File: config.mk
export PLATFORM = sky130hd
export DESIGN_NAME = vrd_unit_axis
export DESIGN_NICKNAME = d
export VERILOG_FILES = /design/src/rtl/vrd_pkg.sv /design/src/rtl/vrd_unit_axis.sv
export SDC_FILE = /design/constraint.sdc
export NUM_CORES = 2
export LEC_CHECK = 0
export ABC_CLOCK_PERIOD_IN_PS = 18150
export BUFFER_PORTS_ARGS = -buffer_cell sky130_fd_sc_hd__buf_4
export CAP_MARGIN = 20
export CORE_UTILIZATION = 56
export CTS_CLUSTER_SIZE = 8
export DETAILED_ROUTE_END_ITERATION = 8
export PLACE_DENSITY_LB_ADDON = 0.3
export SLEW_MARGIN = 10
export SYNTH_ARGS = -nofsm -noshare
export SYNTH_HDL_FRONTEND = slang
export SYNTH_SLANG_ARGS = --single-unit
File: constraint.sdc
create_clock -name clk -period 18.15 [get_ports clk]
set_input_delay 0.9075 -clock clk [delete_from_list [all_inputs] [get_ports clk]]
set_output_delay 0.9075 -clock clk [all_outputs]
set_load 0.05 [all_outputs]
File: src/rtl/vrd_pkg.sv
package vrd_pkg;

  localparam int CW   = 16;        // component width
  localparam int FB   = 8;         // fraction bits
  localparam int VW   = 3 * CW;    // packed vector width
  localparam int SW   = 2 * CW;    // sum of squares
  localparam int RMW  = CW + 4;    // square root remainder
  localparam int QW   = FB + 1;    // unit magnitude, up to 1.0
  localparam int UW   = FB + 2;    // signed unit component
  localparam int DW   = CW + FB + 2; // rounded divide dividend
  localparam int AXIS_LAT = CW + QW + 4;

  localparam int CSW  = 15;        // cruise speed
  localparam int GW   = 16;        // gain and damping
  localparam int HW   = 16;        // raw urgency
  localparam int RVW  = 32;        // revision
  localparam int URW  = FB + 1;    // clamped urgency
  localparam int CFG_IW = 8;
  localparam int CFG_DW = 32;
  localparam int SATW = 48;

  localparam logic [CFG_IW-1:0] REG_GOAL_MODE       = CFG_IW'(0);
  localparam logic [CFG_IW-1:0] REG_CRUISE_SPEED    = CFG_IW'(1);
  localparam logic [CFG_IW-1:0] REG_VELOCITY_GAIN   = CFG_IW'(2);
  localparam logic [CFG_IW-1:0] REG_ANGULAR_DAMPING = CFG_IW'(3);
  localparam logic [CFG_IW-1:0] REG_HAZARD_URGENCY  = CFG_IW'(4);
  localparam logic [CFG_IW-1:0] REG_EMERGENCY_FLAG  = CFG_IW'(5);
  localparam logic [CFG_IW-1:0] REG_GOAL_REVISION   = CFG_IW'(6);

  typedef logic signed [CW-1:0] comp_t;
  typedef logic [2:0][UW-1:0] uvec_t;

  localparam logic [UW-1:0] U_ONE  = UW'(1 << FB);
  localparam logic [UW-1:0] U_ZERO = '0;
  localparam logic [UW-1:0] U_MONE = UW'(-(1 << FB));

  // element 0 is x
  localparam uvec_t FALLBACK_FWD   = {U_MONE, U_ZERO, U_ZERO};
  localparam uvec_t FALLBACK_RIGHT = {U_ZERO, U_ZERO, U_ONE};
  localparam uvec_t FALLBACK_UP    = {U_ZERO, U_ONE, U_ZERO};

  typedef struct packed {
    logic [VW-1:0] velocity_vec;
    logic [VW-1:0] forward_vec;
    logic [VW-1:0] right_vec;
    logic [VW-1:0] up_vec;
    comp_t         pitch_rate;
    comp_t         yaw_rate;
    comp_t         roll_rate;
  } item_t;

  typedef struct packed {
    comp_t          linear_x;
    comp_t          linear_y;
    comp_t          linear_z;
    comp_t          angular_x;
    comp_t          angular_y;
    comp_t          angular_z;
    logic [URW-1:0] urgency_out;
    logic           emergency_out;
    logic [RVW-1:0] revision_out;
  } result_t;

  function automatic comp_t sat(input logic signed [SATW-1:0] v);
    logic signed [SATW-1:0] hi;
    logic signed [SATW-1:0] lo;
    hi = SATW'((1 << (CW - 1)) - 1);
    lo = -hi - SATW'(1);
    if (v > hi) return comp_t'(hi);
    if (v < lo) return comp_t'(lo);
    return comp_t'(v);
  endfunction

endpackage

File: src/rtl/vrd_unit_axis.sv
// Normalizes one axis: squares, sum, one root bit per stage, one quotient
// bit per stage, then sign and zero-length fallback.
module vrd_unit_axis (
  input  logic                  clk,
  input  logic [vrd_pkg::VW-1:0] axis,
  input  vrd_pkg::uvec_t        fallback,
  output vrd_pkg::uvec_t        unit
);
  import vrd_pkg::*;

  typedef struct packed {
    logic [2:0][CW-1:0] mag;
    logic [2:0]         neg;
    logic               zero;
  } side_t;

  logic [2:0][CW-1:0] in_mag;
  logic [2:0][CW-1:0] a_mag;
  logic [2:0]         a_neg;
  logic [2:0][SW-1:0] a_sq;
  logic [SW-1:0]      s_sum;

  side_t          sd      [0:CW];
  logic [SW-1:0]  sq_s    [0:CW];
  logic [RMW-1:0] sq_rem  [0:CW];
  logic [CW-1:0]  sq_root [0:CW];

  logic [2:0][DW-1:0] dv_rem  [0:QW];
  logic [2:0][QW-1:0] dv_q    [0:QW];
  logic [CW:0]        dv_dvs  [0:QW];
  logic [2:0]         dv_neg  [0:QW];
  logic               dv_zero [0:QW];

  uvec_t unit_next;

  always_comb begin
    for (int i = 0; i < 3; i++) begin
      in_mag[i] = axis[i*CW + CW - 1] ? CW'(~axis[i*CW +: CW] + 1'b1) : axis[i*CW +: CW];
    end
  end

  always_ff @(posedge clk) begin
    for (int i = 0; i < 3; i++) begin
      a_mag[i] <= in_mag[i];
      a_neg[i] <= axis[i*CW + CW - 1];
      a_sq[i]  <= SW'(in_mag[i]) * SW'(in_mag[i]);
    end
  end

  assign s_sum = a_sq[0] + a_sq[1] + a_sq[2];

  always_ff @(posedge clk) begin
    sq_s[0]    <= s_sum;
    sq_rem[0]  <= '0;
    sq_root[0] <= '0;
    sd[0].mag  <= a_mag;
    sd[0].neg  <= a_neg;
    sd[0].zero <= (s_sum == '0);
  end

  // digit-by-digit square root, two radicand bits per stage
  for (genvar k = 0; k < CW; k++) begin : g_sqrt
    logic [RMW-1:0] rem_sh;
    logic [RMW-1:0] trial;
    always_comb begin
      rem_sh = {sq_rem[k][RMW-3:0], sq_s[k][SW-1-2*k -: 2]};
      trial  = RMW'({sq_root[k], 2'b01});
    end
    always_ff @(posedge clk) begin
      sq_s[k+1] <= sq_s[k];
      sd[k+1]   <= sd[k];
      if (rem_sh >= trial) begin
        sq_rem[k+1]  <= rem_sh - trial;
        sq_root[k+1] <= {sq_root[k][CW-2:0], 1'b1};
      end else begin
        sq_rem[k+1]  <= rem_sh;
        sq_root[k+1] <= {sq_root[k][CW-2:0], 1'b0};
      end
    end
  end

  // rounded divide: (2*num + len) / (2*len)
  always_ff @(posedge clk) begin
    for (int i = 0; i < 3; i++) begin
      dv_rem[0][i] <= DW'({sd[CW].mag[i], {(FB + 1){1'b0}}}) + DW'(sq_root[CW]);
      dv_q[0][i]   <= '0;
    end
    dv_dvs[0]  <= {sq_root[CW], 1'b0};
    dv_neg[0]  <= sd[CW].neg;
    dv_zero[0] <= sd[CW].zero;
  end

  for (genvar j = 0; j < QW; j++) begin : g_div
    logic [DW-1:0] dsh;
    assign dsh = DW'(dv_dvs[j]) << (QW - 1 - j);
    always_ff @(posedge clk) begin
      dv_dvs[j+1]  <= dv_dvs[j];
      dv_neg[j+1]  <= dv_neg[j];
      dv_zero[j+1] <= dv_zero[j];
      for (int i = 0; i < 3; i++) begin
        if (dv_rem[j][i] >= dsh) begin
          dv_rem[j+1][i] <= dv_rem[j][i] - dsh;
          dv_q[j+1][i]   <= dv_q[j][i] | (QW'(1) << (QW - 1 - j));
        end else begin
          dv_rem[j+1][i] <= dv_rem[j][i];
          dv_q[j+1][i]   <= dv_q[j][i];
        end
      end
    end
  end

  always_comb begin
    for (int i = 0; i < 3; i++) begin
      if (dv_zero[QW]) begin
        unit_next[i] = fallback[i];
      end else if (dv_neg[QW][i]) begin
        unit_next[i] = UW'(-UW'(dv_q[QW][i]));
      end else begin
        unit_next[i] = UW'(dv_q[QW][i]);
      end
    end
  end

  always_ff @(posedge clk) begin
    unit <= unit_next;
  end

endmodule

After elaboration in Yosys (flattened, before gate mapping)
Memories as Yosys holds them, arrays and structs flattened.
Cells that the tools add are included.
{ "totals": {"mem_bits_rw": 3300, "regBits": 177, "mem_bits_ro": 0, "word_cells": 433, "latchBits": 0, "n_memories": 9} }
{ "op_classes": {"n_lt_le_gt_ge": 43, "mul": 3, "n_eq_ne": 0, "n_mux": 224, "n_shift": 0, "reduce_logical": 1, "bitwise": 89, "n_addsub": 54, "div": 0} }
{ "memory_table": {"columns": ["name", "depth", "width", "read_ports", "rd_clocked_by_memory_dff", "write_ports", "line_no", "source"], "rows": [
  ["sd", 17, 52, 17, 0, 17, "vrd_unit_axis.sv:23", "side_t sd [0:CW];"],
  ["dv_rem", 10, 78, 9, 0, 10, "vrd_unit_axis.sv:28", "logic [2:0][DW-1:0] dv_rem [0:QW];"],
  ["sq_s", 17, 32, 16, 0, 17, "vrd_unit_axis.sv:24", "logic [SW-1:0] sq_s [0:CW];"],
  ["sq_rem", 17, 20, 16, 0, 17, "vrd_unit_axis.sv:25", "logic [RMW-1:0] sq_rem [0:CW];"],
  ["sq_root", 17, 16, 17, 0, 17, "vrd_unit_axis.sv:26", "logic [CW-1:0] sq_root [0:CW];"],
  ["dv_q", 10, 27, 10, 0, 10, "vrd_unit_axis.sv:29", "logic [2:0][QW-1:0] dv_q [0:QW];"],
  ["3 more memories", null, null, null, null, null, null, null]
]} }
{ "ops": {"columns": ["operator", "n"], "rows": [
  ["two-way mux 26 bit", 27],
  [">= comparator 20 x 18 -> 1 bit", 16],
  ["two-way mux 20 bit", 16],
  ["subtractor 20 x 18 -> 20 bit", 16],
  ["two-way mux 16 bit", 19],
  ["two-way mux 9 bit", 27],
  ["two-way mux 1 bit", 129],
  ["multiplier 16 x 16 -> 32 bit", 3],
  ["OR 1 bit", 86],
  ["adder 25 x 16 -> 26 bit", 3],
  [">= comparator 26 x 17 -> 1 bit", 3],
  [">= comparator 26 x 18 -> 1 bit", 3],
  [">= comparator 26 x 19 -> 1 bit", 3],
  [">= comparator 26 x 20 -> 1 bit", 3],
  [">= comparator 26 x 21 -> 1 bit", 3],
  [">= comparator 26 x 22 -> 1 bit", 3],
  [">= comparator 26 x 23 -> 1 bit", 3],
  [">= comparator 26 x 24 -> 1 bit", 3],
  [">= comparator 26 x 25 -> 1 bit", 3],
  ["subtractor 26 x 17 -> 26 bit", 3],
  ["subtractor 26 x 18 -> 26 bit", 3],
  ["subtractor 26 x 19 -> 26 bit", 3],
  ["subtractor 26 x 20 -> 26 bit", 3],
  ["subtractor 26 x 21 -> 26 bit", 3],
  ["other kinds (10)", 30]
]} }

Longest topological paths before layout
An unclocked memory read counts as a cell.
{ "depth": {"ltp_word": 5, "depth_mapped": 34} }

Least setup slack after synthesis
Ideal clock, no wire load.
{ "synth_timing": {"kind": "input -> register", "from": "in axis[22] (netlist bit)", "to": "reg a_sq[63] (netlist bit)", "setup_time_ps": 72, "stages": 29, "t_arrival_ps": 8382, "t_required_ps": 18078, "n_path_buf": 2, "path_slack_ps": 9696, "cell_sequence": "or4_1 -> or3_1 -> clkbuf_1 -> or4_1 -> o31ai_2 -> xor2_2 -> inv_2 -> nand2_1 -> fa_1 -> fa_1 -> inv_1 -> fa_1 -> fa_1 -> fa_1 -> inv_1 -> fa_1 -> inv_1 -> ha_1 -> clkbuf_1 -> a21o_1 -> a21o_1 -> a21oi_1 -> a21oi_1 -> a21oi_1 -> nor3_1 -> o31a_1 -> a21o_1 -> a21oi_1 -> xnor2_1"} }
{ "synth_rtl": {"columns": ["element", "line_no", "source"], "rows": [
  ["start, declared", "vrd_unit_axis.sv:5", "input logic [vrd_pkg::VW-1:0] axis,"],
  ["end signal, assigned by index", "vrd_unit_axis.sv:46", "a_sq[i] <= SW'(in_mag[i]) * SW'(in_mag[i]);"],
  ["end, declared", "vrd_unit_axis.sv:20", "logic [2:0][SW-1:0] a_sq;"]
]} }

==> summary.md <==
| Metric | Value |
|---|---|
| Post-synth top area share | 0.464 |
| Worst Setup Start Kind | input pin |
| Crit path required time | 18.99 ns |
| Measured slew at the worst slew-check pin | 1.16 ns |
| Congestion Overflow GR | 0 |
| Largest net degree at the start of global routing | 59 |
| Htree depth | 5 |
| Row Count | 163 |
| WP data arrival | 10.29 ns |
| Area delta synth->final | 12.5% |
| Fin. max-slew vios | 0 |
| Number of global-route vias before repair | 78,100 |
| Max cap viols | 0 |
| Die Y | 448 microns |
| Post-synth top area cell | dfxtp_1 |
| Endpoints failing setup | 0 |
| Area of the multi-input gates | 54,500 sq um |
| Setup Buffers After CTS | 0 |
| Cts bufs inserted | 373 |
| Max Clock Skew | 0.0844 ns |
| Io pins | 109 |
| Max clock buf depth | 4 |
| Fin Setup TNS | 0 ns |
| Class of the worst hold path | input pin to register |
| Die ar. | 200,000 sq um |
| Fraction of layout cells with a size suffix above 1 | 0.0621 |
| Post-CTS Resized | 0 |
| Synth unique cells | 89 |
| Remaining DRCs | 0 |
| Global Route Usage Sum | 0.264 |
| Starting Density | 0.564 |
| Post-synth ARST share | 0 |
| Number of fillers in the final layout | 15,700 |
| Min cycle time layout | 9.45 ns |
| Hold Buf Count CTS | 0 |
| Synth area leaders | dfxtp_1, ha_1, fa_1 |
| Maximum clock rate | 106 MHz |
| Syn Inst Count | 10,800 |
| Yosys warns | 0 |
| Initial antenna violation count | 16 |
| Clock latency on the worst-skew pair | 0.95 ns |
| DR iter-0 viols | 4,728 |
| Wirelength per Cell | 18.8 microns |
| Relative slew slack | 0.225 |
| Primary FF master, synth | dfxtp_1 |
| Slowest cell on the critical path | a2111oi_1 |
| Synth Area per Inst | 10.3 sq um |
| Largest fanout on the critical path | 16 |
| Clock Pin Slew Worst Setup and Hold Paths | 0.06 ns |
| First-pass DRT Iterations | 6 |
| Placed Cells | 13,500 |
| HPWL after DPL | 199,000 microns |
| Tcrit/Tclk final | 0.521 |
| Die outline width | 448 microns |
| Crit path largest cell delay | 1.01 ns |
| Total number of vias | 75,600 |
| Status | finished clean |
| Clock tree from TritonCTS | done |
| Sink Count | 2,575 |
| CTS root buf | clkbuf_16 |
| Worst Path Class, Setup | input pin to register |
| Commonest non-fill, non-tap cell in the layout | dfxtp_1 |
| Register area share after synthesis | 0.464 |
| EDFF count, synth | 0 |
| Register Area | 51,600 sq um |
| Post-route ant nets | 0 |
| Final wirelength | 262,000 microns |
| Final Util | 0.634 |
| Gpl congestion | 0.942 |
| Core area | 197,000 sq um |
| Synthesized flop and latch total | 2,575 |
| Most frequent cells in the layout | dfxtp_1, inv_1, ha_1 |
| CP Capture Type | register |
| Hold Violations, Final | 0 |
| Post-Layout Cell Count | 13,900 |
| Mapped Area | 111,000 sq um |
| Layout Nets | 12,800 |
| IO buf count | 108 |
| First-pass GRT wire length | 414,000 microns |
| Via-to-Cell Ratio | 5.43 |
| RSZ-0062 raised after global routing | false |
-- kinds of logic after synthesis --
logic type / count (synthesis) / synth area share
xor gates and xnor gates: 766 / 0.0604
and+or+nand+nor: 2611 / 0.111
AOI/OAI and AO/OA: 1915 / 0.106
other: 2 / 0.0000675
adders and majority gates: 1458 / 0.201
buffers and inverters: 1425 / 0.0481
DFF: 2575 / 0.464
muxes: 95 / 0.00938
-- critical path: cells and delay by family --
family / cells / cell delay, ns
buffers and inverters: 8 / 1.14
adders and majority gates: 8 / 3.57
AOI/OAI and AO/OA: 7 / 2.41
xor gates and xnor gates: 2 / 0.92
and+or+nand+nor: 6 / 1.31
-- per-layer routing --
layer / vias up / share of wire / track usage
li1: 36800 / - / -
met1: 36400 / 0.42 / 0.318
met2: 1980 / 0.49 / 0.464
met3: 506 / 0.050 / 0.0433
met4: 4 / 0.039 / 0.110
met5: - / 0.00013 / 0
-- sequential cells by signal, summed over array words and instances, names as in the netlist --
name,cells
dv_rem,596
dv_neg,30
a_mag,45
sq_s,272
a_neg,3
unit,30
dv_zero,10
sd,884
sq_rem,250
dv_dvs,91
dv_q,135
a_sq,93
sq_root,136
-- stage by stage --
step           cell area, sq um  worst slack, ns  hold slack, ns
2_1_floorplan            111000             9.70           0.310
3_3_place_gp             115000             8.02           0.310
3_5_place_dp             115000             7.94           0.312
4_1_cts                  125000             8.90           0.108
5_1_grt                  125000             8.13           0.128
6_report                 125000             8.70           0.183
-- path summary, 6_finish.rpt --
| path | from | endpoint | slack [ns] | cells past startpoint |
|---|---|---|---|---|
| setup / recovery | axis[0] | a_sq[29]$_DFF_P_ | 8.70 | 31 |
| hold / removal | axis[0] | a_sq[0]$_DFF_P_ | 0.18 | 1 |
| setup reg to reg | dv_rem[4][53]$_DFF_P_ | dv_rem[5][23]$_DFF_P_ | 13.52 | 14 |
| hold reg to reg | sq_s[0][418]$_DFF_P_ | sq_s[0][450]$_DFF_P_ | 0.26 | 0 |
-- area by class of cell --
cell class,instances,share of cell area
well taps,2640,0.0264
multi-input cells,6883,0.436
repair buffers,165,0.0101
clock inverters,12,0.00120
flip-flops and latches,2575,0.412
clock buffers,387,0.0760
inverters,1261,0.0378
diodes,8,0.000160
-- cells in the mapped netlist (16+ instances only) --
library cell and instances:
dfxtp_1 2575, inv_1 1226, ha_1 910, nand2_1 774
nor2_1 739, a21oi_1 599, fa_1 548, xnor2_1 425
o21ai_0 381, xor2_1 340, a21o_1 207, nor3_1 185
nand3_1 159, clkbuf_1 155, o21ai_1 130, nand2b_1 123
nor2b_1 112, nand4_1 96, o21a_1 95, nor4_1 89
or3_1 83, o31ai_1 81, o21bai_1 60, a211oi_1 56
a31oi_1 45, and3_1 45, mux2_2 44, and2_1 40
or2_2 34, or4_1 32, a21boi_0 31, mux2_1 30
a21boi_1 29, o211ai_1 29, inv_2 24, mux2i_1 21
a2111oi_0 20, nand3b_1 20, o41ai_1 20, nor3b_1 18
and4_1 16
Power is left out: the tool's default activity adds up to more than one toggle a clock period on the data nets, which glitch-free logic cannot reach.
